`src/hdl/u16u8_pkg.sv`:
```
// u16u8_pkg: shared types, constants and byte-building helpers for the
// utf-16 to utf-8 transcoder; used by the front, queue and back modules
`default_nettype none

package u16u8_pkg;

    localparam int MAX_BYTES = 6;
    localparam int CNT_W     = $clog2(MAX_BYTES + 1);
    localparam int IDX_W     = $clog2(MAX_BYTES);
    localparam int Q_DEPTH   = 2;
    localparam int Q_PTR_W   = $clog2(Q_DEPTH);
    localparam int Q_CNT_W   = $clog2(Q_DEPTH + 1);

    localparam logic [15:0] MASK_ONE   = 16'hFF80;
    localparam logic [15:0] MASK_TWO   = 16'hF800;
    localparam logic [15:0] MASK_SUR   = 16'hFC00;
    localparam logic [15:0] HIGH_BASE  = 16'hD800;
    localparam logic [15:0] LOW_BASE   = 16'hDC00;
    localparam logic [7:0]  LEAD_TWO   = 8'hC0;
    localparam logic [7:0]  LEAD_THREE = 8'hE0;
    localparam logic [7:0]  LEAD_FOUR  = 8'hF0;
    localparam logic [7:0]  CONT       = 8'h80;
    localparam logic [7:0]  CONT_MASK  = 8'h3F;
    localparam logic [10:0] PLANE_ADD  = 11'd64;

    typedef logic [7:0] t_byte;

    // one accepted unit's worth of output bytes, first byte at index 0
    typedef struct packed {
        t_byte [MAX_BYTES-1:0] bytes;
        logic  [CNT_W-1:0]     cnt;
        logic                  is_end;
    } t_rec;

    typedef t_byte [2:0] t_three;

    function automatic t_byte cont_byte(input logic [5:0] bits);
        cont_byte = CONT | ({2'b00, bits} & CONT_MASK);
    endfunction

    function automatic t_three three_bytes(input logic [15:0] u);
        t_three res;
        res[0] = LEAD_THREE | {4'h0, u[15:12]};
        res[1] = cont_byte(u[11:6]);
        res[2] = cont_byte(u[5:0]);
        three_bytes = res;
    endfunction

endpackage

`default_nettype wire

```
`src/hdl/u16u8_front.sv`:
```
// u16u8_front: accepts code units, tracks the held high surrogate and builds
// the byte record for each unit; uses u16u8_pkg
`default_nettype none

module u16u8_front (
    input  wire logic              i_clk,
    input  wire logic              i_rst_n,
    input  wire logic              i_accept,
    input  wire logic [15:0]       i_code_unit,
    output u16u8_pkg::t_rec        o_rec,
    output logic                   o_rec_valid
);

    logic [15:0]           r_held;
    logic                  r_held_valid;
    logic [15:0]           n_held;
    logic                  n_held_valid;

    logic                  is_low;
    logic                  is_high;
    logic                  pair;
    u16u8_pkg::t_three     cur_b;
    logic [1:0]            cur_n;
    u16u8_pkg::t_three     flush_b;
    logic [10:0]           plane;
    logic [20:0]           cp;
    u16u8_pkg::t_rec       rec;

    always_comb begin
        is_low  = (i_code_unit & u16u8_pkg::MASK_SUR) == u16u8_pkg::LOW_BASE;
        is_high = (i_code_unit & u16u8_pkg::MASK_SUR) == u16u8_pkg::HIGH_BASE;
        pair    = r_held_valid && is_low;
        flush_b = u16u8_pkg::three_bytes(r_held);
        // code point of the pair: plane bits from the high unit, offset by 0x10000
        plane   = {1'b0, r_held[9:0]} + u16u8_pkg::PLANE_ADD;
        cp      = {plane, i_code_unit[9:0]};

        cur_b = '0;
        cur_n = 2'd0;
        if (i_code_unit == 16'h0000) begin
            cur_n = 2'd1;
        end else if ((i_code_unit & u16u8_pkg::MASK_ONE) == 16'h0000) begin
            cur_b[0] = i_code_unit[7:0];
            cur_n    = 2'd1;
        end else if ((i_code_unit & u16u8_pkg::MASK_TWO) == 16'h0000) begin
            cur_b[0] = u16u8_pkg::LEAD_TWO | {3'b000, i_code_unit[10:6]};
            cur_b[1] = u16u8_pkg::cont_byte(i_code_unit[5:0]);
            cur_n    = 2'd2;
        end else if (is_high) begin
            cur_n = 2'd0;
        end else begin
            cur_b = u16u8_pkg::three_bytes(i_code_unit);
            cur_n = 2'd3;
        end

        rec        = '0;
        rec.is_end = (i_code_unit == 16'h0000) && !pair;
        if (pair) begin
            rec.bytes[0] = u16u8_pkg::LEAD_FOUR | {5'b00000, cp[20:18]};
            rec.bytes[1] = u16u8_pkg::cont_byte(cp[17:12]);
            rec.bytes[2] = u16u8_pkg::cont_byte(cp[11:6]);
            rec.bytes[3] = u16u8_pkg::cont_byte(cp[5:0]);
            rec.cnt      = u16u8_pkg::CNT_W'(4);
        end else if (r_held_valid) begin
            rec.bytes[0] = flush_b[0];
            rec.bytes[1] = flush_b[1];
            rec.bytes[2] = flush_b[2];
            rec.bytes[3] = cur_b[0];
            rec.bytes[4] = cur_b[1];
            rec.bytes[5] = cur_b[2];
            rec.cnt      = u16u8_pkg::CNT_W'(3) + u16u8_pkg::CNT_W'(cur_n);
        end else begin
            rec.bytes[0] = cur_b[0];
            rec.bytes[1] = cur_b[1];
            rec.bytes[2] = cur_b[2];
            rec.cnt      = u16u8_pkg::CNT_W'(cur_n);
        end
    end

    always_comb begin
        n_held       = r_held;
        n_held_valid = r_held_valid;
        if (i_accept) begin
            if (!pair && is_high) begin
                n_held       = i_code_unit;
                n_held_valid = 1'b1;
            end else begin
                n_held       = 16'h0000;
                n_held_valid = 1'b0;
            end
        end
    end

    always_ff @(posedge i_clk) begin
        if (!i_rst_n) begin
            r_held       <= 16'h0000;
            r_held_valid <= 1'b0;
        end else begin
            r_held       <= n_held;
            r_held_valid <= n_held_valid;
        end
    end

    assign o_rec       = rec;
    // a held high surrogate alone makes no bytes and queues nothing
    assign o_rec_valid = i_accept && (rec.cnt != '0);

endmodule

`default_nettype wire

```
`src/hdl/u16u8_fifo.sv`:
```
// u16u8_fifo: short queue of byte records between front and back
// uses u16u8_pkg for the record type and depth
`default_nettype none

module u16u8_fifo (
    input  wire logic             i_clk,
    input  wire logic             i_rst_n,
    input  wire logic             i_wr,
    input  wire u16u8_pkg::t_rec  i_wdata,
    input  wire logic             i_rd,
    output u16u8_pkg::t_rec       o_rdata,
    output logic                  o_full,
    output logic                  o_empty
);

    u16u8_pkg::t_rec                  r_mem [u16u8_pkg::Q_DEPTH];
    logic [u16u8_pkg::Q_PTR_W-1:0]    r_wptr;
    logic [u16u8_pkg::Q_PTR_W-1:0]    r_rptr;
    logic [u16u8_pkg::Q_CNT_W-1:0]    r_cnt;
    logic [u16u8_pkg::Q_PTR_W-1:0]    n_wptr;
    logic [u16u8_pkg::Q_PTR_W-1:0]    n_rptr;
    logic [u16u8_pkg::Q_CNT_W-1:0]    n_cnt;
    logic                             do_wr;
    logic                             do_rd;

    assign o_full  = r_cnt == u16u8_pkg::Q_CNT_W'(u16u8_pkg::Q_DEPTH);
    assign o_empty = r_cnt == '0;
    assign do_wr   = i_wr && !o_full;
    assign do_rd   = i_rd && !o_empty;
    assign o_rdata = r_mem[r_rptr];

    always_comb begin
        n_wptr = r_wptr;
        n_rptr = r_rptr;
        n_cnt  = r_cnt;
        if (do_wr) begin
            n_wptr = (r_wptr == u16u8_pkg::Q_PTR_W'(u16u8_pkg::Q_DEPTH - 1))
                   ? '0 : r_wptr + 1'b1;
        end
        if (do_rd) begin
            n_rptr = (r_rptr == u16u8_pkg::Q_PTR_W'(u16u8_pkg::Q_DEPTH - 1))
                   ? '0 : r_rptr + 1'b1;
        end
        if (do_wr && !do_rd) begin
            n_cnt = r_cnt + 1'b1;
        end else if (do_rd && !do_wr) begin
            n_cnt = r_cnt - 1'b1;
        end
    end

    always_ff @(posedge i_clk) begin
        if (do_wr) begin
            r_mem[r_wptr] <= i_wdata;
        end
    end

    always_ff @(posedge i_clk) begin
        if (!i_rst_n) begin
            r_wptr <= '0;
            r_rptr <= '0;
            r_cnt  <= '0;
        end else begin
            r_wptr <= n_wptr;
            r_rptr <= n_rptr;
            r_cnt  <= n_cnt;
        end
    end

endmodule

`default_nettype wire

```
`src/hdl/u16u8_back.sv`:
```
// u16u8_back: takes byte records from the queue and hands out one byte per
// pop with its run_last and text_end flags; uses u16u8_pkg
`default_nettype none

module u16u8_back (
    input  wire logic             i_clk,
    input  wire logic             i_rst_n,
    input  wire u16u8_pkg::t_rec  i_rec,
    input  wire logic             i_rec_empty,
    output logic                  o_rec_rd,
    input  wire logic             i_pop,
    output logic                  o_empty,
    output logic [7:0]            o_out_byte,
    output logic                  o_run_last,
    output logic                  o_text_end
);

    u16u8_pkg::t_rec                r_rec;
    logic                           r_valid;
    logic [u16u8_pkg::IDX_W-1:0]    r_idx;
    u16u8_pkg::t_rec                n_rec;
    logic                           n_valid;
    logic [u16u8_pkg::IDX_W-1:0]    n_idx;
    logic                           last;
    logic                           take;

    assign last = u16u8_pkg::CNT_W'(r_idx) == (r_rec.cnt - 1'b1);

    always_comb begin
        n_rec    = r_rec;
        n_valid  = r_valid;
        n_idx    = r_idx;
        o_rec_rd = 1'b0;
        take     = r_valid && i_pop;
        if (take && !last) begin
            n_idx = r_idx + 1'b1;
        end else if (!r_valid || take) begin
            // current record done or none held: load the next one at once
            o_rec_rd = !i_rec_empty;
            n_valid  = !i_rec_empty;
            n_rec    = i_rec;
            n_idx    = '0;
        end
    end

    always_ff @(posedge i_clk) begin
        r_rec <= n_rec;
        r_idx <= n_idx;
    end

    always_ff @(posedge i_clk) begin
        if (!i_rst_n) begin
            r_valid <= 1'b0;
        end else begin
            r_valid <= n_valid;
        end
    end

    assign o_empty    = !r_valid;
    assign o_out_byte = r_rec.bytes[r_idx];
    assign o_run_last = last;
    assign o_text_end = last && r_rec.is_end;

endmodule

`default_nettype wire

```
`src/hdl/utf16_to_utf8_transcoder.sv`:
```
// utf16_to_utf8_transcoder: top level joining front, record queue and back
// depends on u16u8_pkg, u16u8_front, u16u8_fifo and u16u8_back
//
// Takes one UTF-16 code unit per push and pops UTF-8 bytes one at a time, in
// order. A unit is accepted in any cycle in which full is low; each unit
// makes from zero bytes (a held high surrogate) up to six bytes (a held unit
// flushed ahead of a three-byte unit). Sustained throughput is one output byte per
// cycle while pop is held and records are queued, set by the back end that
// shifts out one byte of a record per pop. A two-entry record queue between
// the front and the back lets input keep flowing while the output side
// stalls, until the queue fills. run_last marks the final byte of each
// accepted unit's record; text_end marks the 0x00 byte made by a zero unit.
`default_nettype none

module utf16_to_utf8_transcoder (
    input  wire logic        i_clk,
    input  wire logic        i_rst_n,
    input  wire logic        push,
    output logic             full,
    input  wire logic [15:0] i_code_unit,
    output logic             empty,
    input  wire logic        pop,
    output logic [7:0]       o_out_byte,
    output logic             o_run_last,
    output logic             o_text_end
);

    u16u8_pkg::t_rec  front_rec;
    logic             front_rec_valid;
    u16u8_pkg::t_rec  q_rec;
    logic             q_full;
    logic             q_empty;
    logic             q_rd;
    logic             accept;

    assign full   = q_full;
    assign accept = push && !q_full;

    u16u8_front u_front (
        .i_clk       (i_clk),
        .i_rst_n     (i_rst_n),
        .i_accept    (accept),
        .i_code_unit (i_code_unit),
        .o_rec       (front_rec),
        .o_rec_valid (front_rec_valid)
    );

    u16u8_fifo u_fifo (
        .i_clk   (i_clk),
        .i_rst_n (i_rst_n),
        .i_wr    (front_rec_valid),
        .i_wdata (front_rec),
        .i_rd    (q_rd),
        .o_rdata (q_rec),
        .o_full  (q_full),
        .o_empty (q_empty)
    );

    u16u8_back u_back (
        .i_clk       (i_clk),
        .i_rst_n     (i_rst_n),
        .i_rec       (q_rec),
        .i_rec_empty (q_empty),
        .o_rec_rd    (q_rd),
        .i_pop       (pop),
        .o_empty     (empty),
        .o_out_byte  (o_out_byte),
        .o_run_last  (o_run_last),
        .o_text_end  (o_text_end)
    );

endmodule

`default_nettype wire

```
`config.mk`:
```
export PLATFORM = sky130hd
export DESIGN_NAME = utf16_to_utf8_transcoder
export DESIGN_NICKNAME = d
export VERILOG_FILES = /design/src/hdl/u16u8_pkg.sv /design/src/hdl/u16u8_front.sv /design/src/hdl/u16u8_fifo.sv /design/src/hdl/u16u8_back.sv /design/src/hdl/utf16_to_utf8_transcoder.sv
export SDC_FILE = /design/constraint.sdc
export NUM_CORES = 1
export LEC_CHECK = 0
export ABC_AREA = 1
export BUFFER_PORTS_ARGS = -buffer_cell sky130_fd_sc_hd__clkbuf_2
export CAP_MARGIN = 20
export CORE_MARGIN = 3
export CORE_UTILIZATION = 30
export CTS_CLUSTER_SIZE = 40
export DETAILED_ROUTE_END_ITERATION = 10
export HOLD_SLACK_MARGIN = 0.02
export RECOVER_POWER = 100
export SYNTH_ARGS = -nofsm -noshare
export SYNTH_HDL_FRONTEND = slang
export SYNTH_SLANG_ARGS = --single-unit
```
`constraint.sdc`:
```
create_clock -name i_clk -period 6.1 [get_ports i_clk]
set_input_delay 0.61 -clock i_clk [delete_from_list [all_inputs] [get_ports i_clk]]
set_output_delay 0.61 -clock i_clk [all_outputs]
set_load 0.005 [all_outputs]
```
# Yosys cells after proc, flatten, opt, wreduce, memory -nomap -nowiden
# Memories as Yosys holds them, arrays and structs flattened. A register that Yosys moved wholly into a read port is not among the register bits.
# Cells that the tools add are included.
# W data, S select, Z words.
[op_classes]
reduce_logical = 28
mux = 31
magnitude_cmp = 1
n_shift = 0
n_mul = 0
bitwise_logic = 1
n_eq_ne = 4
add_sub_neg = 8
div_mod_pow = 0
[op_table]
columns = ["operator", "count"]
rows = [
  ["$mux W24", 6],
  ["$mux W16", 4],
  ["$logic_not A16 Y1", 3],
  ["$mux W35", 1],
  ["$mux W27", 1],
  ["$bmux W8 S3", 1],
  ["$mux W8", 3],
  ["$eq A6 B6 Y1 const B", 2],
  ["$logic_and A1 B1 Y1", 12],
  ["$mux W2", 6],
  ["$add A10 B7 Y11 const B", 1],
  ["$logic_not A1 Y1", 7],
  ["$mux W1", 7],
  ["$mux W3", 2],
  ["$lt A3 B4 Y1 const B", 1],
  ["$reduce_bool A2 Y1", 2],
  ["$add A2 B2 Y3 const A", 1],
  ["$add A3 B1 Y3 const B", 1],
  ["$eq A3 B3 Y1", 1],
  ["$reduce_bool A3 Y1", 1],
  ["$sub A3 B1 Y3 const B", 1],
  ["$add A1 B1 Y1 const B", 2],
  ["$add A2 B1 Y2 const B", 1],
  ["$eq A2 B2 Y1 const B", 1],
  ["other kinds (5)", 5],
]
[totals]
word_cells = 81
rom_bits = 0
register_bits = 25
ramBits = 104
latchBits = 0
memories = 1
out_inout_bits = 12
[mem_list]
columns = ["name", "depth", "word_bits", "read_ports", "rd_ports_with_merged_regs", "write_ports", "line", "text"]
rows = [
  ["u_fifo.r_mem", 2, 52, 1, 1, 1, "u16u8_fifo.sv:16", "u16u8_pkg::t_rec r_mem [u16u8_pkg::Q_DEPTH];"],
]

# Longest topological paths before layout
# Gate-level depths: netlist of the first run.
[depth]
depth_word = 17
mapped_depth = 19

# Cells and area by module
# A second synthesis of the first run with hierarchy kept.
[unflattened]
cells_unflattened = 632
area_unflattened_um2 = 8111.5
[modules_own_cells]
columns = ["module", "seq_area_each_um2", "instances", "cells_per_inst", "area_per_inst_um2"]
rows = [
  ["u16u8_fifo", 3223.1, 1, 200, 4252.8],
  ["u16u8_back", 1671.6, 1, 176, 2353.5],
  ["u16u8_front", 340.3, 1, 254, 1495.2],
  ["utf16_to_utf8_transcoder", 0.0, 1, 2, 10.0],
]

# Worst setup path before layout of the first run
# OpenSTA, ideal clock, no wires.
[synth_timing]
path_type = "in2reg"
start = "input port i_code_unit[12]"
end = "memory u_fifo.r_mem[0][0] (netlist bit), enable pin"
cell_stages = 14
n_path_buf = 0
arrival_ns = 3.912
required_time_ns = 5.646
path_slack_ns = 1.734
path_cell_list = "nor2_2 -> inv_2 -> nor2_8 -> nand2_4 -> nand2_2 -> inv_1 -> ha_1 -> nand2_1 -> inv_1 -> nor2_1 -> nand2_4 -> nand3_4 -> nand2_1 -> nor2_1"
[synth_between]
elab_chain_len = 13
elab_cells_between_ends = 18
cone_classes = "1 x add/sub; 2 x eq/ne; 8 x mux; 7 x reduce/logical"
[synth_rtl]
columns = ["item", "line", "text"]
rows = [
  ["start: declaration", "utf16_to_utf8_transcoder.sv:20", "input wire logic [15:0] i_code_unit,"],
  ["$eq A6 B6 Y1", "u16u8_front.sv:31", "is_high = (i_code_unit & u16u8_pkg::MASK_SUR) == u16u8_pkg::HIGH_BASE;"],
  ["$mux W2", "u16u8_front.sv:49", "end else if (is_high) begin"],
  ["$mux W2", "u16u8_front.sv:45", "end else if ((i_code_unit & u16u8_pkg::MASK_TWO) == 16'h0000) begin"],
  ["$mux W2", "u16u8_front.sv:42", "end else if ((i_code_unit & u16u8_pkg::MASK_ONE) == 16'h0000) begin"],
  ["$mux W2", "u16u8_front.sv:40", "if (i_code_unit == 16'h0000) begin"],
  ["$add A2 B2 Y3", "u16u8_front.sv:71", "rec.cnt = u16u8_pkg::CNT_W'(3) + u16u8_pkg::CNT_W'(cur_n);"],
  ["$mux W27", "u16u8_front.sv:64", "end else if (r_held_valid) begin"],
  ["$mux W35 (*)", "u16u8_front.sv:58", "if (pair) begin"],
  ["$reduce_bool A3 Y1 (*)", "u16u8_front.sv:106", "assign o_rec_valid = i_accept && (rec.cnt != '0);"],
  ["$logic_and A1 B1 Y1 (*)", "u16u8_front.sv:106", ""],
  ["$logic_and A1 B1 Y1 (*)", "u16u8_fifo.sv:28", "assign do_wr = i_wr && !o_full;"],
  ["$mux W1 (*)", "u16u8_fifo.sv:52", "if (do_wr) begin"],
  ["$mux W1 (not written as such) (*)", "u16u8_fifo.sv:53", "r_mem[r_wptr] <= i_wdata;"],
  ["end: declaration", "u16u8_fifo.sv:16", ""],
]
# Every way passes the cells marked *; elsewhere a longest branch is shown, timed or not.

# Worst setup path after layout of the first run
[layout_timing]
start = "register u_front.r_held_valid"
end = "memory u_fifo.r_mem[1][44] (netlist bit), enable pin"
[layout_between]
elab_chain_len = 7
elab_cells_between_ends = 8
cone_classes = "4 x mux; 4 x reduce/logical"
[layout_rtl]
columns = ["item", "line", "text"]
rows = [
  ["start: declaration", "u16u8_front.sv:15", "logic r_held_valid;"],
  ["start signal: assignment", "u16u8_front.sv:100", "r_held_valid <= n_held_valid;"],
  ["$mux W27 / $logic_and A1 B1 Y1 (equally long branches)", "u16u8_front.sv:64, u16u8_front.sv:32", ""],
  ["$mux W35 (*)", "u16u8_front.sv:58", ""],
  ["$reduce_bool A3 Y1 (*)", "u16u8_front.sv:106", ""],
  ["$logic_and A1 B1 Y1 (*)", "u16u8_front.sv:106", ""],
  ["$logic_and A1 B1 Y1 (*)", "u16u8_fifo.sv:28", ""],
  ["$mux W1 (*)", "u16u8_fifo.sv:52", ""],
  ["$mux W1 (not written as such) (*)", "u16u8_fifo.sv:53", ""],
]
# Marked as above.

==> flow_summary_export.csv, run 1 <==
group,metric,value,unit
final_layout,multiInputGateArea,2083,um^2
worst_setup_path,crit_fanout,29,
pwr,ir_drop,0.0002469,V
worst_hold_path,min_path_type,"input port to flop",
synth,ys_seq_area_share,66.63,%
clock_network,hold_buffers,0,
pwr,power.density,427.3,nW/um^2
sta,finalHoldViolations,0,
clock_network,cts-root-buf,"clkbuf_16",
worst_setup_path,max_stage_delay,0.74,ns
detailed_routing,drc_errors,0,
grt,grt_max_degree,52,
floorplanning,die_x,161.8,um
final_layout,final_common_cell,"edfxtp_1",
grt,grt_use_met1,18.20,%
synth,syn-instance-count,592,
grt,antenna_found_initial,0,
worst_setup_path,cp_slowest_cell,"clkbuf_1",
floorplanning,die_area,26190,um^2
placement,portBuffers,31,
final_layout,layout.nets,654,
clock_network,cts.path.max_buffers,2,
detailed_routing,ant_nets,0,
sta,slew_violations,44,
placement,pre_cts_slack,2.251,ns
final_layout,layout_common_cells,"147 x edfxtp_1, 93 x nand2_1, 56 x nor2_1",
sta,worst_slack,1.826,ns
clock_network,cts_resized,0,
sta,worst_slew_pin_slew,2.595,ns
synth,async_flop_share,0,%
sta,holdWs,0.4232,ns
synth,ys.warnings.count,0,
clock_network,postCtsSetupBuffers,0,
grt,use_met2,19.43,%
grt,track_usage,12.91,%
synth,synth_top_area_cell,"edfxtp_1",
worst_setup_path,cp-end-kind,"flop",
clock_network,clock_latency,0.42,ns
run_status,status,"complete, but fails checks",
clock_network,clock-sinks,169,
grt,gr-total-overflow,0,
synth,ys_types,39,
placement,dp_hpwl,11180,um
grt,grt_pass1_vias,4434,
sta,period_needed,4.274,ns
worst_setup_path,r2r_cells,11,
sta,fin_crit_sh,70.07,%
clock_network,cts_tree,"yes",
synth,syn_avg_cell_area,12.31,um^2
detailed_routing,vias_per_cell,4.695,
detailed_routing,drtIter0Drc,396,
synth,synth_nets,617,
final_layout,area_delta_synth_final,14.34,%
clock_network,htreeDepth,4,
worst_setup_path,critPathLaunchType,"flop",
flow_run,drv_cap,1,
grt,busiest_layer,"met2",
worst_setup_path,crit_chain,"inv_1, nor2_1, nand2_1, clkbuf_1, inv_1, nor2_1, nand2_4, nand3_1, nand3_1, inv_2, buf_4",
synth,synth_ff_type,"edfxtp_1",
worst_setup_path,endpoint,"u_fifo.r_mem[1][44]$_DFFE_PP_",
detailed_routing,wl_per_cell,17.06,um
sta,slew_headroom,-73.03,%
final_layout,drive_above_1_share,19.31,%
detailed_routing,num_vias,4512,
worst_setup_path,crit_cells,11,
final_layout,finalNonFillerCells,961,
floorplanning,fp-row-count,56,
synth,synthTopCellsByArea,"edfxtp_1 61%, mux2_2 7.4%, dfxtp_1 6.0%",
final_layout,fillers,2364,
final_layout,antennaDiodeCount,0,
grt,grt_pass1_wl,25590,um
clock_network,clkTransAtPathRegs,0.07,ns
worst_setup_path,r2r_setup_slack,1.83,ns
detailed_routing,routed_wl,16400,um
synth,synth_top_area_share,60.59,%
grt,met3_usage,3.341,%
pwr,leakagePower,3.014,nW
worst_setup_path,reg2reg_to,"u_fifo.r_mem[1][44]$_DFFE_PP_",
floorplanning,die_h,161.8,um
sta,final.setup.tns,0,ns
sta,max_freq,234.0,MHz
sta,finalSetupViolCount,0,
detailed_routing,first_pass_iters,5,
worst_setup_path,critPathBufInv,5,
floorplanning,coreArea,23680,um^2
sta,rsz0062_at_grt,"no",
worst_setup_path,required,6.18,ns
sta,finClkSkew,0.008538,ns
worst_setup_path,arrival,4.35,ns
synth,syn_area,7286,um^2
floorplanning,pin_count,32,
worst_setup_path,startpoint,"u_front.r_held_valid$_SDFFE_PN0P_",
synth,synth_edf_count,147,
placement,placed_cells,928,
final_layout,seqCellArea,4855,um^2
floorplanning,initial_core_util,30.76,%
run_status,violations,"max-capacitance violations, max-slew violations",
worst_setup_path,critPathTopFamily,"buffers and inverters",
worst_setup_path,worstSetupPathType,"flop to flop",
worst_setup_path,r2r-start,"u_front.r_held_valid$_SDFFE_PN0P_",
clock_network,cts_buffers,17,
placement,gp_congestion,0.8613,
synth,synth-seq-cells,169,
## worst reg2reg max path: stages, from the launching register on
cell,delay (ns)
dfxtp_1,0.46
inv_1,0.65
nor2_1,0.11
nand2_1,0.10
clkbuf_1,0.74
inv_1,0.39
nor2_1,0.27
nand2_4,0.07
nand3_1,0.12
nand3_1,0.12
inv_2,0.39
buf_4,0.48
## final cells by class
type	instances	share of cell area (%)
flip-flops and latches	169	58.28
multi-input cells	348	25.01
clock buffers	20	5.602
well taps	319	4.791
repair buffers	39	2.493
inverters	54	2.493
clock inverters	12	1.337
## synthesized netlist by cell type, types with 2 or more instances
| master | instances |
|---|---|
| o2111ai_1 | 7 |
| nor3_1 | 6 |
| edfxtp_1 | 147 |
| nand3_2 | 4 |
| o211ai_1 | 3 |
| nand4_1 | 3 |
| o221ai_1 | 6 |
| nor2_2 | 2 |
| xnor2_1 | 3 |
| ha_1 | 5 |
| nand2_4 | 6 |
| inv_1 | 46 |
| o22ai_1 | 12 |
| o21ai_0 | 42 |
| nand2_2 | 2 |
| nand3_1 | 13 |
| nor2_4 | 2 |
| dfxtp_1 | 22 |
| clkbuf_1 | 14 |
| o21ai_1 | 2 |
| mux2_2 | 48 |
| inv_2 | 5 |
| clkinv_1 | 2 |
| buf_2 | 5 |
| nand3_4 | 2 |
| a21oi_1 | 25 |
| nor2_1 | 56 |
| nand2_1 | 91 |
## how the worst min path moves through the flow
stage | slack, ns | to | cells after the start | startpoint
4_1_cts | 0.40 | u_front.r_held[5]$_SDFFE_PN0P_ | 3 | i_code_unit[5]
5_1_grt | 0.43 | u_front.r_held[3]$_SDFFE_PN0P_ | 3 | i_code_unit[3]
6_report | 0.42 | u_front.r_held[5]$_SDFFE_PN0P_ | 3 | i_code_unit[5]
2_1_floorplan | 0.42 | u_front.r_held[10]$_SDFFE_PN0P_ | 2 | u_front.r_held[10]$_SDFFE_PN0P_
3_3_place_gp | 0.44 | u_front.r_held[10]$_SDFFE_PN0P_ | 2 | u_front.r_held[10]$_SDFFE_PN0P_
3_5_place_dp | 0.45 | u_front.r_held[10]$_SDFFE_PN0P_ | 2 | u_front.r_held[10]$_SDFFE_PN0P_
## report_power, final
part	total [W]	leakage, nW	internal [W]	switching (W)
logic	0.000823	1.16	0.000303	0.000520
registers	0.00170	1.58	0.00160	0.0000953
clock network	0.00104	0.276	0.000598	0.000442
## routing by layer
| layer | wire length [um] | part of all wire, % |
|---|---|---|
| met1 | 7903 | 48 |
| met2 | 7499 | 46 |
| met3 | 670 | 4.1 |
| met4 | 322 | 2.0 |
| met5 | 0 | 0 |
## state kept, by name, summed over array words and instances (netlist names)
register / cells
u_fifo.r_wptr: 1
u_fifo.r_mem: 96
u_back.r_valid: 1
u_back.r_rec: 48
u_fifo.r_cnt: 2
u_fifo.r_rptr: 1
u_back.r_idx: 3
u_front.r_held_valid: 1
u_front.r_held: 16
## cells by family after synthesis
family	Yosys count	share of synthesized area, %
fa+ha+maj	5	0.8587
mux	48	7.419
compound gates	100	8.157
flops	169	66.63
buf+inv	75	4.122
simple gates	191	12.33
xor+xnor	4	0.4809
## metrics by stage
stage	util, %	total power [W]	instance area, um^2
finish	35.18	0.003560	8330
global route	35.18	0.003758	8330
CTS	35.41	0.003606	8387
detailed placement	32.97	0.002558	7809
global placement	32.97	0.002543	7809
floorplan	-	0.002228	7286
Power figures use the tool's default switching activity.
==> inputs of run 2 (changes only) <==
--- a/config.mk
+++ b/config.mk
@@ -5,7 +5,7 @@
 export SDC_FILE = /design/constraint.sdc
 export NUM_CORES = 1
 export LEC_CHECK = 0
-export ABC_AREA = 1
+export ABC_AREA = 0
 export BUFFER_PORTS_ARGS = -buffer_cell sky130_fd_sc_hd__clkbuf_2
 export CAP_MARGIN = 20
 export CORE_MARGIN = 3
==> constraint.sdc (replaced) <==
create_clock -name i_clk -period 4.1 [get_ports i_clk]
set_input_delay 0.41 -clock i_clk [delete_from_list [all_inputs] [get_ports i_clk]]
set_output_delay 0.41 -clock i_clk [all_outputs]
set_load 0.005 [all_outputs]
==> flow_summary_export.csv, run 2 <==
group,metric,value,unit
run_status,status,"complete, but fails checks",
run_status,violations,"max-capacitance violations, max-slew violations",
worst_setup_path,r2r_setup_slack,0.95,ns
synth,syn_area,7241,um^2
worst_hold_path,min_path_type,"input port to flop",
sta,worst_slack,0.7035,ns
pwr,power.density,618.5,nW/um^2
pwr,leakagePower,2.826,nW
floorplanning,die_x,161.4,um
worst_setup_path,critPathTopFamily,"simple AND/OR/NAND/NOR gates",
floorplanning,pin_count,32,
worst_setup_path,critPathLaunchType,"input port",
sta,slew_violations,40,
clock_network,clock-sinks,169,
placement,dp_hpwl,10460,um
final_layout,final_common_cell,"edfxtp_1",
clock_network,cts_buffers,17,
floorplanning,fp-row-count,56,
final_layout,layout.nets,571,
detailed_routing,drc_errors,0,
placement,placed_area,7784,um^2
final_layout,drive_above_1_share,20.75,%
clock_network,cts_tree,"yes",
grt,track_usage,12.44,%
worst_setup_path,r2r_cells,6,
final_layout,final_cell_area,8353,um^2
sta,fin_crit_sh,82.84,%
final_layout,regMostFlops,"u_fifo.r_mem",
synth,ys_seq_area_share,67.05,%
worst_setup_path,endpoint,"u_fifo.r_cnt[1]$_SDFFE_PN0P_",
detailed_routing,vias_per_cell,4.758,
synth,yosysMostFrequentCell,"edfxtp_1",
grt,grt_max_degree,50,
synth,synth_edf_count,147,
worst_setup_path,required,4.45,ns
sta,finClkSkew,0.005482,ns
synth,synth_ff_type,"edfxtp_1",
grt,grt_pass1_vias,4252,
synth,synth_top_area_share,60.96,%
clock_network,cts.path.max_buffers,2,
clock_network,clock_latency,0.42,ns
synth,synthTopCellsByArea,"edfxtp_1 61%, mux2_2 7.5%, dfxtp_1 6.1%",
detailed_routing,wl_per_cell,17.52,um
worst_setup_path,crit_chain,"clkbuf_1, or4_4, nor2_1, clkbuf_1, nand2_1, nand2_1, ha_1, nand2_1, o21ai_0, a21oi_2, ha_1, or3_1, a21boi_0",
final_layout,largest_reg_flops,96,
worst_setup_path,crit_top_cell,"nand2_1",
final_layout,reg.largest.list,"u_fifo.r_mem (96), u_back.r_rec (48), u_front.r_held (16)",
synth,async_flop_share,0,%
pwr,ir_drop,0.0003273,V
sta,max_freq,294.4,MHz
worst_setup_path,cp-end-kind,"flop",
detailed_routing,routed_wl,15400,um
floorplanning,initial_core_util,30.66,%
placement,placed_cells,846,
detailed_routing,drtIter0Drc,408,
synth,syn-instance-count,514,
worst_setup_path,arrival,3.75,ns
grt,grt_pass1_wl,24450,um
floorplanning,die_h,161.4,um
synth,synth_commonest_cells,"147 x edfxtp_1, 48 x mux2_2, 48 x nand2_1, 27 x nor2_1",
synth,synth_nets,539,
clock_network,htreeDepth,4,
placement,pre_cts_slack,0.6765,ns
placement,portBuffers,31,
worst_setup_path,cp_slowest_cell,"or4_4",
placement,gp_congestion,0.9200,
worst_setup_path,crit_cells,13,
sta,finalSetupViolCount,0,
grt,gr-total-overflow,0,
floorplanning,die_area,26040,um^2
worst_setup_path,r2r-start,"u_back.r_idx[2]$_SDFFCE_PN0P_",
clock_network,postCtsSetupBuffers,0,
synth,synth_top_area_cell,"edfxtp_1",
sta,rsz0062_at_grt,"no",
worst_setup_path,worstSetupPathType,"input port to flop",
worst_setup_path,reg2reg_to,"u_back.r_valid$_SDFFE_PN0P_",
clock_network,cts_resized,0,
flow_run,drv_cap,1,
sta,period_needed,3.396,ns
synth,ys.warnings.count,0,
synth,synth-seq-cells,169,
final_layout,finalNonFillerCells,879,
final_layout,layout_common_cells,"147 x edfxtp_1, 48 x nand2_1, 43 x mux2_2",
detailed_routing,first_pass_iters,5,
grt,antenna_found_initial,1,
worst_setup_path,startpoint,"i_code_unit[11]",
synth,syn_avg_cell_area,14.09,um^2
sta,final.setup.tns,0,ns
final_layout,area_delta_synth_final,15.36,%
clock_network,cts-root-buf,"clkbuf_16",
worst_setup_path,crit_fanout,14,
detailed_routing,ant_nets,0,
floorplanning,coreArea,23610,um^2
sta,worst_slew_pin_slew,2.225,ns
sta,slew_headroom,-48.34,%
worst_setup_path,critPathBufInv,2,
worst_setup_path,max_stage_delay,0.59,ns
synth,ys_types,47,
clock_network,hold_buffers,0,
detailed_routing,num_vias,4182,
sta,finalHoldViolations,0,
clock_network,clkTransAtPathRegs,0.06,ns
run 2: cell types whose count changed after synthesis, sizes merged, moves of 10 or more:
cell / change
nand2: -51
o21ai: -22
and2: +13
a21oi: -10
inv: -39
mux2i: +16
a21boi: +12
nor2: -34
run 2: worst min path at each step:
stage	from	to	slack (ns)	depth (start not counted)
after floorplan	u_fifo.r_wptr$_SDFFE_PN0P_	u_fifo.r_wptr$_SDFFE_PN0P_	0.45	2
after global placement	u_fifo.r_wptr$_SDFFE_PN0P_	u_fifo.r_wptr$_SDFFE_PN0P_	0.46	2
after detailed placement	u_front.r_held[3]$_SDFFE_PN0P_	u_front.r_held[3]$_SDFFE_PN0P_	0.48	2
after CTS	i_code_unit[7]	u_front.r_held[7]$_SDFFE_PN0P_	0.34	3
after global routing	i_code_unit[8]	u_front.r_held[8]$_SDFFE_PN0P_	0.35	3
final	i_code_unit[7]	u_front.r_held[7]$_SDFFE_PN0P_	0.35	3
run 2: kinds of logic after synthesis:
kind of cell | after synthesis | synth area share [%]
compound gates | 78 | 6.930
xor+xnor | 9 | 1.296
fa+ha+maj | 5 | 0.8640
buf+inv | 39 | 2.212
flops | 169 | 67.05
mux | 71 | 11.85
simple gates | 143 | 9.798
run 2: cell type report:
| class | count | area [um^2] |
|---|---|---|
| clock inverters | 7 | 47.55 |
| inverters | 14 | 52.55 |
| flip-flops and latches | 169 | 4855 |
| well taps | 319 | 399.1 |
| fillers | 2295 | 15260 |
| repair buffers | 38 | 212.7 |
| diodes | 1 | 2.502 |
| multi-input cells | 306 | 2223 |
| clock buffers | 25 | 560.5 |
run 2: power breakdown:
group	switching [W]	leakage [nW]	internal, W
clock network	0.000626	0.304	0.000954
logic	0.000607	0.947	0.000484
registers	0.000145	1.57	0.00235
run 2: worst register-to-register path: cells and delay by family, from the launching register on:
kind                   cells  cell delay (ns)
XOR/XNOR                   1             0.50
AO/OA/AOI/OAI              1             0.26
AND/OR/NAND/NOR            3             0.61
buffers and inverters      1             0.94
flip-flops                 1             0.64
run 2: through the flow:
stage | hold WS (ns) | util, % | total power [W]
after floorplan | 0.4469 | - | 0.003245
after global placement | 0.4576 | 32.88 | 0.003621
after detailed placement | 0.4769 | 32.96 | 0.003684
after CTS | 0.3357 | 35.54 | 0.005267
after global routing | 0.3491 | 35.38 | 0.005441
final | 0.3536 | 35.38 | 0.005166
run 2: layer usage:
metal | part of all wire [%] | up-vias | track usage [%]
met5 | 0 | - | 0
met4 | 2.9 | 0 | 6.296
met3 | 3.6 | 32 | 2.437
met2 | 49 | 105 | 19.88
met1 | 44 | 2061 | 16.16
li1 | - | 1984 | -
==> inputs of run 3 (changes only) <==
==> constraint.sdc (replaced) <==
create_clock -name i_clk -period 2.85 [get_ports i_clk]
set_input_delay 0.285 -clock i_clk [delete_from_list [all_inputs] [get_ports i_clk]]
set_output_delay 0.285 -clock i_clk [all_outputs]
set_load 0.005 [all_outputs]
==> flow_summary_export.csv, run 3 (synthesis results as in run 2) <==
group,metric,value,unit
sta,max_freq,371.4,MHz
clock_network,cts_resized,0,
placement,pre_cts_slack,0.05507,ns
floorplanning,coreArea,23610,um^2
final_layout,regMostFlops,"u_fifo.r_mem",
detailed_routing,drc_errors,0,
pwr,power.density,882.0,nW/um^2
clock_network,cts_tree,"yes",
clock_network,hold_buffers,0,
worst_setup_path,critPathLaunchType,"flop",
detailed_routing,drtIter0Drc,427,
placement,dp_hpwl,11330,um
worst_setup_path,max_stage_delay,0.81,ns
pwr,leakagePower,2.861,nW
final_layout,final_util,35.65,%
worst_hold_path,min_path_type,"input port to flop",
worst_setup_path,worstSetupPathType,"flop to flop",
clock_network,cts-root-buf,"clkbuf_16",
sta,slew_violations,0,
worst_setup_path,cp-end-kind,"flop",
grt,grt_pass1_vias,4392,
run_status,status,"complete, no violations",
detailed_routing,wl_per_cell,17.73,um
worst_setup_path,required,3.11,ns
detailed_routing,first_pass_iters,5,
final_layout,finalNonFillerCells,900,
sta,period_needed,2.693,ns
sta,final.setup.tns,0,ns
clock_network,cts_buffers,17,
clock_network,clkTransAtPathRegs,0.06,ns
pwr,ir_drop,0.0004298,V
floorplanning,die_h,161.4,um
sta,worst_slack,0.1573,ns
grt,grt_pass1_wl,25190,um
sta,finalSetupViolCount,0,
final_layout,antennaDiodeCount,0,
placement,portBuffers,31,
final_layout,drive_above_1_share,20.83,%
sta,worst_slew_pin_slew,1.324,ns
final_layout,fillers,2299,
final_layout,largest_reg_flops,96,
sta,finalHoldViolations,0,
worst_setup_path,crit_fanout,22,
final_layout,area_delta_synth_final,16.26,%
final_layout,final_common_cell,"edfxtp_1",
worst_setup_path,arrival,2.95,ns
placement,gp_congestion,0.8716,
floorplanning,die_x,161.4,um
detailed_routing,ant_nets,0,
placement,placed_cells,869,
grt,antenna_found_initial,0,
grt,track_usage,12.77,%
floorplanning,fp-row-count,56,
sta,slew_headroom,11.63,%
flow_run,drv_cap,0,
detailed_routing,num_vias,4361,
clock_network,cts.path.max_buffers,2,
grt,gr-total-overflow,0,
detailed_routing,vias_per_cell,4.846,
worst_setup_path,crit_chain,"clkbuf_1, nand2_1, clkbuf_2, nor3_1, and2_0",
clock_network,htreeDepth,4,
final_layout,layout.nets,594,
final_layout,layout_common_cells,"147 x edfxtp_1, 47 x nand2_1, 38 x mux2_2",
sta,rsz0062_at_grt,"no",
sta,fin_crit_sh,94.48,%
clock_network,clock_latency,0.43,ns
worst_setup_path,critPathBufInv,2,
clock_network,clock-sinks,169,
clock_network,postCtsSetupBuffers,0,
worst_setup_path,critPathTopFamily,"simple AND/OR/NAND/NOR gates",
grt,grt_max_degree,50,
detailed_routing,routed_wl,15960,um
final_layout,reg.largest.list,"u_fifo.r_mem (96), u_back.r_rec (48), u_front.r_held (16)",
worst_setup_path,cp_slowest_cell,"nor3_1",
floorplanning,pin_count,32,
floorplanning,initial_core_util,30.66,%
floorplanning,die_area,26040,um^2
sta,finClkSkew,0.01757,ns
run 3: changes by cell type in the layout (fill, tap and decap cells not counted), moves of 2 or more:
cell / previous run / this run
buf_4: 2 / 13
clkbuf_1: 12 / 21
mux2_1: 5 / 10
mux2_2: 43 / 38
clkbuf_16: 21 / 17
clkinvlp_4: 0 / 4
bufinv_16: 0 / 3
buf_12: 2 / 0
clkbuf_2: 24 / 26
clkbuf_8: 2 / 0
run 3: power by group:
| group | internal (W) | total [W] | switching (W) |
|---|---|---|---|
| Sequential | 0.00337 | 0.00359 | 0.000214 |
| Clock | 0.00137 | 0.00226 | 0.000893 |
| Combinational | 0.000695 | 0.00157 | 0.000880 |
| Total | 0.00544 | 0.00742 | 0.00199 |
run 3: tightest hold or removal path: cells and delay by family:
kind | cells | cell delay (ns)
buffers and inverters | 1 | 0.14
AND/OR/NAND/NOR | 1 | 0.08
AO/OA/AOI/OAI | 1 | 0.07
run 3: layer usage:
metal	wire length, um	global-route usage [%]	up-vias	share of wire [%]
met1	7236	16.67	2185	45
met4	288	4.654	0	1.8
met3	646	2.667	18	4.0
li1	-	-	2025	-
met5	0	0	-	0
met2	7789	21.11	133	49
run 3: final timing paths:
check,startpoint,end,slack [ns],depth (start not counted)
setup / recovery,u_front.r_held_valid$_SDFFE_PN0P_,u_fifo.r_mem[0][49]$_DFFE_PP_,0.16,5
hold / removal,i_code_unit[8],u_front.r_held[8]$_SDFFE_PN0P_,0.20,3
setup reg to reg,u_front.r_held_valid$_SDFFE_PN0P_,u_fifo.r_mem[0][49]$_DFFE_PP_,0.16,5
hold reg to reg,u_fifo.r_wptr$_SDFFE_PN0P_,u_fifo.r_wptr$_SDFFE_PN0P_,0.49,2
run 3: final cells by class:
cell class | count | area (um^2) | share of cell area, %
flip-flops and latches | 169 | 4855 | 57.67
multi-input cells | 306 | 2212 | 26.28
clock buffers | 19 | 432.9 | 5.143
well taps | 319 | 399.1 | 4.741
repair buffers | 61 | 315.3 | 3.746
clock inverters | 12 | 151.4 | 1.798
inverters | 14 | 52.55 | 0.6243
run 3: per-stage QoR:
step / hold slack, ns / cell area (um^2) / total power (W)
6_report: 0.1976 / 8418 / 0.007424
5_1_grt: 0.2090 / 8418 / 0.007815
4_1_cts: 0.2130 / 8563 / 0.007630
3_5_place_dp: 0.4703 / 7979 / 0.005354
3_3_place_gp: 0.4637 / 7979 / 0.005306
2_1_floorplan: 0.4374 / 7256 / 0.004663
